### config.mk
export PLATFORM = sky130hd
export DESIGN_NAME = m64c_ctrl
export DESIGN_NICKNAME = d
export VERILOG_FILES = /design/src/rtl/core/m64c_pkg.sv /design/src/rtl/core/m64c_ctrl.sv
export SDC_FILE = /design/constraint.sdc
export NUM_CORES = 1
export LEC_CHECK = 0
export BUFFER_PORTS_ARGS = -buffer_cell sky130_fd_sc_hd__buf_2
export CORE_AREA = 2 2 39 41
export DETAILED_ROUTE_END_ITERATION = 10
export DIE_AREA = 0 0 41 43
export PLACE_DENSITY = 0.45
export SETUP_SLACK_MARGIN = 0.1
export SYNTH_ARGS = -nofsm -noshare
export SYNTH_HDL_FRONTEND = slang
export SYNTH_SLANG_ARGS = --single-unit
export TNS_END_PERCENT = 100
### constraint.sdc
create_clock -name clk_i -period 1.2 [get_ports clk_i]
set_clock_uncertainty 0.2 [all_clocks]
set_input_delay 0.18 -clock clk_i [delete_from_list [all_inputs] [get_ports clk_i]]
set_output_delay 0.18 -clock clk_i [all_outputs]
set_load 0.01 [all_outputs]
### src/rtl/core/m64c_pkg.sv
// ----------------------------------------------------------------------------
// m64c_pkg
// Shared types, constants and helpers for the MIPS64 integer core step block.
// ----------------------------------------------------------------------------
package m64c_pkg;

  localparam logic [31:0] BootPc    = 32'hA400_0040;
  localparam logic [63:0] BootR11   = 64'hFFFF_FFFF_A400_0040;
  localparam logic [63:0] BootR20   = 64'h0000_0000_0000_0001;
  localparam logic [63:0] BootR22   = 64'h0000_0000_0000_003F;
  localparam logic [63:0] BootR29   = 64'hFFFF_FFFF_A400_1FF0;
  localparam int unsigned NumRegs   = 32;
  localparam int unsigned DivBits   = 32;

  localparam logic [1:0] MemNone  = 2'd0;
  localparam logic [1:0] MemLoad  = 2'd1;
  localparam logic [1:0] MemStore = 2'd2;

  localparam logic [1:0] FaultNone    = 2'd0;
  localparam logic [1:0] FaultOpcode  = 2'd1;
  localparam logic [1:0] FaultAlign   = 2'd2;

  typedef struct packed {
    logic [31:0] fetch_pc;
    logic [1:0]  mem_request;
    logic [1:0]  mem_size;
    logic [31:0] mem_addr;
    logic [63:0] store_data;
    logic [1:0]  fault;
  } result_t;

  typedef struct packed {
    logic        cmd;
    logic [31:0] instr_word;
    logic [63:0] load_data;
  } item_t;

  // Controller to datapath.
  typedef struct packed {
    logic capture;   // latch the accepted item
    logic read_regs; // read operands from the register file
    logic execute;   // compute and commit a non-iterative operation
    logic div_start; // start the divider
    logic div_step;  // one divider step
    logic div_done;  // commit divider results
    logic res_load;  // load the result register
  } ctrl_t;

  // Datapath to controller.
  typedef struct packed {
    logic is_div;
    logic div_last;
  } stat_t;

  function automatic logic [63:0] sx32(input logic [31:0] x);
    return {{32{x[31]}}, x};
  endfunction

endpackage

### src/rtl/core/m64c_ctrl.sv
// ----------------------------------------------------------------------------
// m64c_ctrl
// Sequencer: accept, register read, execute or divide, deliver the result.
// ----------------------------------------------------------------------------
module m64c_ctrl (
  input  logic            clk_i,
  input  logic            rst_ni,
  input  logic            in_valid_i,
  output logic            in_ready_o,
  output logic            out_valid_o,
  input  logic            out_ready_i,
  input  m64c_pkg::stat_t stat_i,
  output m64c_pkg::ctrl_t ctrl_o
);
  typedef enum logic [2:0] {
    StIdle, StRead, StExec, StDiv, StDivEnd, StOut
  } state_e;

  state_e state_q;
  logic   out_valid_q;

  assign in_ready_o  = (state_q == StIdle);
  assign out_valid_o = out_valid_q;

  always_comb begin
    ctrl_o = '0;
    ctrl_o.capture   = (state_q == StIdle) && in_valid_i;
    ctrl_o.read_regs = (state_q == StRead);
    ctrl_o.execute   = (state_q == StExec) && !stat_i.is_div;
    ctrl_o.div_start = (state_q == StExec) && stat_i.is_div;
    ctrl_o.div_step  = (state_q == StDiv);
    ctrl_o.div_done  = (state_q == StDivEnd);
    ctrl_o.res_load  = ctrl_o.execute || ctrl_o.div_done;
  end

  always_ff @(posedge clk_i or negedge rst_ni) begin
    if (!rst_ni) begin
      state_q     <= StIdle;
      out_valid_q <= 1'b0;
    end else begin
      case (state_q)
        StIdle: if (in_valid_i) state_q <= StRead;
        StRead: state_q <= StExec;
        StExec: begin
          if (stat_i.is_div) begin
            state_q <= StDiv;
          end else begin
            state_q     <= StOut;
            out_valid_q <= 1'b1;
          end
        end
        StDiv: if (stat_i.div_last) state_q <= StDivEnd;
        StDivEnd: begin
          state_q     <= StOut;
          out_valid_q <= 1'b1;
        end
        StOut: begin
          if (out_ready_i) begin
            state_q     <= StIdle;
            out_valid_q <= 1'b0;
          end
        end
        default: state_q <= StIdle;
      endcase
    end
  end

`ifndef ASSERT_OFF
  a_valid_in_out: assert property (@(posedge clk_i) disable iff (!rst_ni)
    out_valid_o |-> state_q == StOut) else $error("valid outside output state");
  a_no_accept_busy: assert property (@(posedge clk_i) disable iff (!rst_ni)
    in_ready_o |-> !out_valid_o) else $error("accept while result pending");
  a_div_flow: assert property (@(posedge clk_i) disable iff (!rst_ni)
    ctrl_o.div_start |=> state_q == StDiv) else $error("divider not started");
`endif
endmodule

-- After elaboration in Yosys (flattened, before gate mapping)
Cells that the tools add are included.
Widths: inputs -> output; s select.
- register bits: 4
- bits of input ports: 6
- output and inout bits: 9
- equal/unequal tests: 9
- multiplexer cells: 8
- reductions and logical operators: 9
- operator list (operator ; count):
    $pmux 3 s6 ; 1
    $mux 3 ; 4
    $ne 2x2->1 const B ; 4
    $eq 3x2->1 const B ; 2
    $eq 3x3->1 const B ; 2
    $reduce_and 3->1 ; 2
    $eq 3x1->1 const B ; 1
    $logic_and 1x1->1 ; 3
    $logic_not 3->1 ; 1
    $pmux 1 s3 ; 1
    $reduce_bool 3->1 ; 1
    $mux 1 ; 2
    $logic_not 1->1 ; 1
    $logic_or 1x1->1 ; 1

-- Longest topological paths before layout
Gate-level depths: netlist (run 1).
- word-level depth: 3
- depth in mapped cells: 4

-- Worst setup path after synthesis (run 1)
Ideal clock, no wire load.
- path type: register to output
- start: register state_q[2]
- end: output ctrl_o[6] (netlist bit)
- arrival: 1.073 ns
- required time: 0.820 ns
- path slack: -0.253 ns
- cell stages (with the launch flop): 4
- path buffers: 1
- path through: dfrtp_1 buf_6 nor3_1 and2_1
- RTL lines (what ; line ; text):
    start: declaration ; m64c_ctrl.sv:19 ; state_e state_q;
    start signal: assignment ; m64c_ctrl.sv:38 ; state_q <= StIdle;
    start signal: assignment ; m64c_ctrl.sv:42 ; StIdle: if (in_valid_i) state_q <= StRead;
    start signal: assignment ; m64c_ctrl.sv:43 ; StRead: state_q <= StExec;
    end: declaration ; m64c_ctrl.sv:13 ; output m64c_pkg::ctrl_t ctrl_o

==> results, run 1 <==
- The run finished, with violations left.
- The checks that failed: negative hold slack, negative setup slack.
- Walking the worst path, the cells encountered are or3b_4 > a21oi_4 > buf_6.
- The number of antenna diodes in the final layout is 0.
- The filler cells instantiated in the layout total 148.
- The worst slew margin relative to its limit is 85.1%.
- The number of failing setup endpoints in the final timing report is 11.
- Counting tap cells, the placed design contains a total of between 60 and 70 instances.
- The total overflow left after global routing is 0.
- Sorting the synthesized cells by area gives the leading types as sky130_fd_sc_hd__dfrtp_1, sky130_fd_sc_hd__nand2b_1, sky130_fd_sc_hd__a21oi_1, sky130_fd_sc_hd__nor4b_2, sky130_fd_sc_hd__buf_6.
- For this run, the leading register cell type out of synthesis is sky130_fd_sc_hd__dfrtp_1.
- The number of top-level design ports is 15.
- The routed via count divided by cell count is roughly 4.4.
- During synthesis, Yosys emitted a total of 0 warnings.
- Dividing total power by cell area gives a power density of roughly 2600 nW/µm².
- By count the netlist is led by sky130_fd_sc_hd__nand2b_1, sky130_fd_sc_hd__dfrtp_1, sky130_fd_sc_hd__a21oi_1, sky130_fd_sc_hd__nor2_1.
- In this run the critical register-to-register path is captured at state_q[0]$_DFFE_PN0P_.
- The busiest metal layer after global routing is met2.
- The kind of end point of the critical path is an output pin.
- The startpoint identified for the worst register-to-register timing path is state_q[0]$_DFFE_PN0P_.
- The reg2reg setup slack is -0.12 ns.
- The final count of hold timing violations is 1.
- Dividing the synthesized area by the synthesized cell count gives between 8 and 9 µm².
- The number of nets in the final layout is 66.
- The number of global-route vias before repair is 298.
- For the worst flop-to-flop path, the logic depth is 4.
- Setup repair after global routing could not meet its margin everywhere.
- After layout, the worst setup slack is -0.418 ns.
- The pre-CTS setup slack is -0.178 ns.
- After clock tree synthesis, the flow added hold-fix buffers numbering 1.
- The path category of the worst min-delay check is input pin to register.
- Entering global routing, the biggest net connects 10 pins.
- At the pin with the least slew margin, the transition time is 0.223 ns.
- The number of iterations in the first detailed-routing pass is 3.
- For this run, design rule violations remaining after detail routing come to 0.
- The met1 global-route usage is 11.1%.
- Cell internal power was estimated by the tool at around 0.86 mW.
- The source-to-sink clock delay at the later pin of the worst-skew pair is 0.23 ns.
- The analysis attributes to net switching a power of 0.564 mW.
- The first routing iteration left 3 violations.
- The number of sinks on the clock net is 4.
- For this block, the routed nets add up to 762 µm of wire.
- The cell count after synthesis came out at 33.
- Input and output buffers added on the ports amount to 14.
- The final cycle utilization of the critical path is 135%.
- Counting along the longest clock path gives a buffer depth of 2.
- In this run, synthesis produced a sequential element count of 4.
- The number of maximum-capacitance violations is 0.
- Of the total power, registers draw 19.8%.
- The die extent in x is 41 µm.
- The worst-case vdd ir drop is 708 µV.
- The die extent in y is 43 µm.
- The startpoint of the most critical hold path is stat_i[0].
- Among all stages on the critical path, the largest delay is contributed by sky130_fd_sc_hd__or3b_4.
- The combined area of all synthesized cells is 294 µm².
- The number of H-tree levels is 1.
- Counting instances, the worst hold path has a depth of 2.
- The final cell utilization of the core is 40.1%.
- The finished cells cover approximately 560 µm².
- Once the floorplan was initialized, standard cells occupied about a fifth of the core.
- The final RePlAce weighted congestion is 0.717.
- Of the cells placed in the final design, the portion with a size suffix greater than 1 is roughly 69%.
- The routed design could run at a clock period as short as ~1.6 ns.
- The largest fanout of any net on the critical path is 3.
- The aggregate global-route resource usage is 10.5%.
- The clock transition at the register clock pins on the worst setup and hold paths after CTS is 0.03 ns.
- The proportion of register bits with asynchronous set or reset after synthesis is 100%.
- Summed over its instances, the top area cell type makes up between 30% and 40% of the synthesized netlist area.
- The post-detailed-route wirelength per cell is between 10 and 15 µm.
- Global routing consumed, on the met3 layer, 3.14% of the routing resources.
- Combinational cells account for 68.5% of the total power.
- At the worst endpoint, the required time is 0.82 ns.
- The post-synthesis to final-layout area growth is 88.9%.
- The worst-case hold slack is -0.00739 ns.
- The count of pins over their slew limit is 0.
- sky130_fd_sc_hd__dfrtp_1 takes more of the synthesized area than any other cell.
- The initial antenna violation count is 0.
- The first global-routing pass estimated approximately 1.2 mm of wire.
- The kind of start point of the critical path is a register.
- For this run, global-route usage on met2 was measured as between 15 and 20%.
- Based on the critical path, the design can be clocked at up to between 0.6 and 0.7 GHz.
- In the post-synthesis netlist, the cell with the most instances is sky130_fd_sc_hd__nand2b_1.
- For this block, the via count after detailed routing is between 300 and 400.
- The non-filler instance count after layout is 74.
- Synthesis instantiated 20 different standard cells from the library.
- The die covers roughly 1800 µm².
- The signal arrival time at the worst endpoint is 1.24 ns.
- The leakage power is about 0.26 nW.
- The largest single stage delay on the critical path is 0.39 ns.
- Once placement finished, the instance area stood at 428 µm².
- The share of synthesized area occupied by flip-flops and latches is 34.0%.
- The root buffer cell chosen for the clock tree is sky130_fd_sc_hd__clkbuf_4.
- The critical path is of the register to output pin type.
- Counting every net in the synthesized netlist gives 39.
- The core area is between 1000 and 1500 µm².
- The proportion of total power due to net switching is 39.6%.
- Yosys mapped a number of flops with a built-in enable equal to 0.
- The path with the worst hold slack has its endpoint at state_q[1]$_DFFE_PN0P_.
- The part of the power in the clock network is 11.7%.
- After floorplanning, the core was divided into 14 placement rows.
- Clock tree synthesis inserted a total of 3 buffers.
- Once detailed placement completed, the half-perimeter wirelength came to roughly 560 µm.
- The count of nets left with antenna violations once routing finished came out at 0.
- The CTS tree is built.
## final cells by class
cell class,instances,area [µm²],area share [%]
multi-input combinational,26,235,42.3
sequential,4,101,18.2
clock buffer,3,22.5,4.05
tap,16,20.0,3.60
timing repair buffer,25,176,31.8
## repair_timing
item | in CTS | in global routing
resized for setup | 5 | 13
buffers inserted | 1 | 3
pin swaps | 2 | 5
setup endpoints to repair | 13 | 13
hold endpoints to repair | 5 | 1
## cell families after synthesis
group           Yosys count  synth area share [%]
flops                     4                  34.0
buf+inv                   3                  8.08
simple gates             18                  39.6
compound gates            8                  18.3
## worst max-delay path: cells and delay by family (launching register included)
kind                   cells  cell delay (ns)
DFF                        1             0.38
and+or+nand+nor            1             0.39
buffers and inverters      1             0.11
AOI/OAI and AO/OA          1             0.13
## state kept, by name, summed over array words and instances, names as in the netlist
name         cells
state_q          3
out_valid_o      1
## per-stage QoR
step	power, mW	TNS, ns	hold slack [ns]
6_report	1.42	-2.85	-0.00739
5_1_grt	1.54	-3.44	-0.00784
4_1_cts	1.23	-2.65	-0.0351
3_5_place_dp	0.974	-0.835	-0.211
3_3_place_gp	0.976	-0.882	-0.211
2_1_floorplan	0.749	-0.622	-0.316
## cells in the final DEF, fill, tap and decap left out, types with 2 or more instances in the layout
cell and instances:
sky130_fd_sc_hd__a21oi_2 3, sky130_fd_sc_hd__buf_2 13, sky130_fd_sc_hd__buf_4 6, sky130_fd_sc_hd__buf_6 5, sky130_fd_sc_hd__clkbuf_4 3, sky130_fd_sc_hd__dfrtp_1 3
sky130_fd_sc_hd__nand2_1 2, sky130_fd_sc_hd__nand2b_1 3
## per-layer routing
layer  vias up  part of all wire, %
li1        167                    -
met4         0                  2.1
met5         -                    0
met3         2                  5.8
met2         8                   52
met1       148                   40
## power groups by stage
stage / Clock, mW / Sequential, mW / Combinational [mW]
floorplan: 0 / 0.252 / 0.497
global placement: 0 / 0.263 / 0.713
detailed placement: 0 / 0.265 / 0.708
CTS: 0.170 / 0.278 / 0.781
global route: 0.181 / 0.288 / 1.07
finish: 0.166 / 0.282 / 0.976
## worst max-delay path by stage
stage,slack [ns],from,to,cells past startpoint
final,-0.42,state_q[2]$_DFFE_PN0P_,ctrl_o[0],3
after global placement,-0.19,state_q[2]$_DFFE_PN0P_,ctrl_o[4],3
after detailed placement,-0.18,state_q[2]$_DFFE_PN0P_,ctrl_o[0],3
after CTS,-0.43,state_q[2]$_DFFE_PN0P_,ctrl_o[0],3
after floorplan,-0.20,state_q[2]$_DFFE_PN0P_,ctrl_o[0],3
after global routing,-0.47,state_q[2]$_DFFE_PN0P_,ctrl_o[0],3
Power figures use the tool's default switching activity.
==> inputs of run 2 (changes only) <==
Settings changed: GPL_TIMING_DRIVEN from default to 0.
==> results, run 2 (synthesized netlist as in run 1, its figures left out) <==
- The post-detailed-routing wire length is 773 µm (+1.4%).
- The path category of the worst min-delay check is input pin to register.
- Setup repair after global routing could not meet its margin everywhere.
- The largest fanout of any net on the critical path is 5 (+2).
- The number of failing setup endpoints in the final timing report came to 11 (unchanged).
- The total overflow reported by the global router is 0 (unchanged).
- The wire length of the first global-routing pass was 1.19 mm (-1.7%).
- The CTS tree is built.
- The pin count of the biggest net entering global routing is 11 (+1).
- The number of iterations in the first detailed-routing pass is 1 (-2).
- The leakage power came to 0.267 nW (+2.2%).
- The number of sinks on the clock net is 4 (unchanged).
- The die outline area is 1760 µm² (unchanged).
- The number of global-route vias before repair is 288 (-3.4%).
- The final critical-path setup slack came to -0.530 ns (-0.112 ns).
- The maximum frequency from static timing analysis came to 0.578 GHz (-6.5%).
- The starting density of the core is 21.2% (unchanged).
- The core area is 1380 µm² (unchanged).
- The count of pins over their slew limit came to 0 (unchanged).
- The signal arrival time at the worst endpoint is 1.35 ns (+0.11 ns).
- The flow ran to the end, but the final reports show violations.
- The number of flip-flops in the largest register is 3 (unchanged).
- The aggregate global-route resource usage is 10.3% (-0.21 points).
- The tree is rooted in a sky130_fd_sc_hd__clkbuf_4.
- The initial antenna violation count is 0 (unchanged).
- The number of instances in the placed design is 63 (-6.0%).
- The remaining number of nets flagged by the antenna check after routing is 0 (unchanged).
- The post-detailed-route wirelength per cell is 10.4 µm (+1.4%).
- The number of design-rule violations left by the first detailed-router iteration is 0 (-3).
- The kind of start point of the critical path is a register.
- Leaving out fill and tap cells, the most frequent cell in the layout is sky130_fd_sc_hd__buf_2.
- The count of hold-fix buffers inserted at cts is 1 (unchanged).
- The final cycle utilization of the critical path came to 144% (+9.3 points).
- The final count of hold timing violations is 0 (-1).
- The critical path is of the register to output pin type.
- The routed via count divided by cell count is 4.36 (-0.62%).
- The source-to-sink clock delay at the later pin of the worst-skew pair is 0.23 ns (about the same).
- The number of maximum-capacitance violations is 0 (unchanged).
- The worst-case hold slack is 0.000245 ns (+0.00763 ns).
- The final reports fail on negative setup slack.
- The die extent in y is 43 µm (unchanged).
- The die extent in x came to 41 µm (unchanged).
- The count of input and output buffers is 14 (unchanged).
- The final routed DRC violation total is 0 (unchanged).
- The final RePlAce weighted congestion was 0.735 (+2.6%).
- The vias after detailed routing was 323 (-0.62%).
- The worst setup path is captured at an output pin.
- The slew at the pin with the worst max-slew slack is 0.313 ns (+0.0895 ns).
- The required arrival time at the worst endpoint is 0.82 ns (about the same).
- The placed wire-length estimate after detailed placement was 527 µm (-5.4%).
- The top register by number of flip-flops is state_q.
- The number of H-tree levels was 1 (unchanged).
- The number of buffers inserted during clock tree synthesis came to 3 (unchanged).
- The number of nets in the final layout is 66 (unchanged).
- In the layout the commonest cells are sky130_fd_sc_hd__buf_2, sky130_fd_sc_hd__buf_4, sky130_fd_sc_hd__buf_6.
- The total inserted antenna cells is 0 (unchanged).
- The worst-case vdd ir drop is 1070 µV (+50%).
- The overall power consumption is 1.50 mW (+5.2%).
- The non-filler instance count after layout is 74 (unchanged).
- The power per cell area is 2600 nW/µm² (+1.5%).
- The total number of placement rows is 14 (unchanged).
- The worst slew margin relative to its limit is 79.1% (-6.0 points).
- The proportion of layout cells with a drive suffix above 1 came to 70.7% (+1.7 points).
- The maximum root-to-sink buffer count is 2 (unchanged).
- The clock period minus worst slack was 1.73 ns (+0.112 ns).
- The post-synthesis to final-layout area growth is 95.7%.
- The clock transition at the register clock pins on the worst setup and hold paths after CTS came to 0.04 ns (about the same).
- The number of top-level design ports is 15 (unchanged).
run 2: metal layers:
| layer | vias to the layer above | wire length, µm | share of wire, % | GRT usage (%) |
|---|---|---|---|---|
| li1 | 168 | - | - | - |
| met1 | 146 | 329 | 43 | 13.6 |
| met2 | 9 | 393 | 51 | 13.1 |
| met3 | 0 | 51 | 6.6 | 7.85 |
| met4 | 0 | 0 | 0 | 2.00 |
| met5 | - | 0 | 0 | 0 |
run 2: critical path, cell delays in order (launching register included):
cell and delay, ns:
sky130_fd_sc_hd__dfrtp_1 0.38, sky130_fd_sc_hd__buf_6 0.13, sky130_fd_sc_hd__or3b_4 0.38, sky130_fd_sc_hd__a21oi_4 0.13
sky130_fd_sc_hd__buf_6 0.11
run 2: area by class of cell:
type / instances / area [µm²]
fill: 134 / 808
clock buffer: 3 / 22.5
buffer: 3 / 37.5
sequential: 4 / 101
multi-input combinational: 26 / 245
timing repair buffer: 22 / 149
tap: 16 / 20.0
run 2: metrics by stage:
| step | TNS (ns) | setup slack (ns) | instance area, µm² | utilization, % |
|---|---|---|---|---|
| finish | -3.31 | -0.530 | 576 | 41.6 |
| global route | -4.05 | -0.586 | 576 | 41.6 |
| CTS | -3.23 | -0.544 | 497 | 35.9 |
| detailed placement | -1.06 | -0.310 | 405 | 29.3 |
| global placement | -1.08 | -0.310 | 405 | 29.3 |
| floorplan | -0.622 | -0.195 | 315 | - |
run 2: worst paths after layout:
| kind | startpoint | end | slack, ns | cells past startpoint |
|---|---|---|---|---|
| setup / recovery | state_q[2]$_DFFE_PN0P_ | ctrl_o[0] | -0.53 | 4 |
| hold / removal | stat_i[0] | state_q[1]$_DFFE_PN0P_ | 0.0002 | 2 |
| setup reg to reg | state_q[1]$_DFFE_PN0P_ | state_q[1]$_DFFE_PN0P_ | -0.08 | 4 |
| hold reg to reg | out_valid_o$_DFFE_PN0P_ | out_valid_o$_DFFE_PN0P_ | 0.39 | 3 |
| max in group asynchronous | rst_ni | state_q[0]$_DFFE_PN0P_ | 0.58 | 2 |
| min in group asynchronous | rst_ni | out_valid_o$_DFFE_PN0P_ | 0.08 | 2 |
run 2: what timing repair did:
action / in CTS / in global routing
gates resized for setup: 6 / 13
pin swaps: 2 / 2
setup buffers: 5 / 3
hold endpoints to repair: 5 / 1
setup endpoints to repair: 13 / 13
run 2: where the power goes:
group | switching, mW | internal (mW) | total (mW)
Clock | 0.0501 | 0.112 | 0.162
Combinational | 0.473 | 0.595 | 1.07
Sequential | 0.0685 | 0.200 | 0.268
Total | 0.592 | 0.907 | 1.50
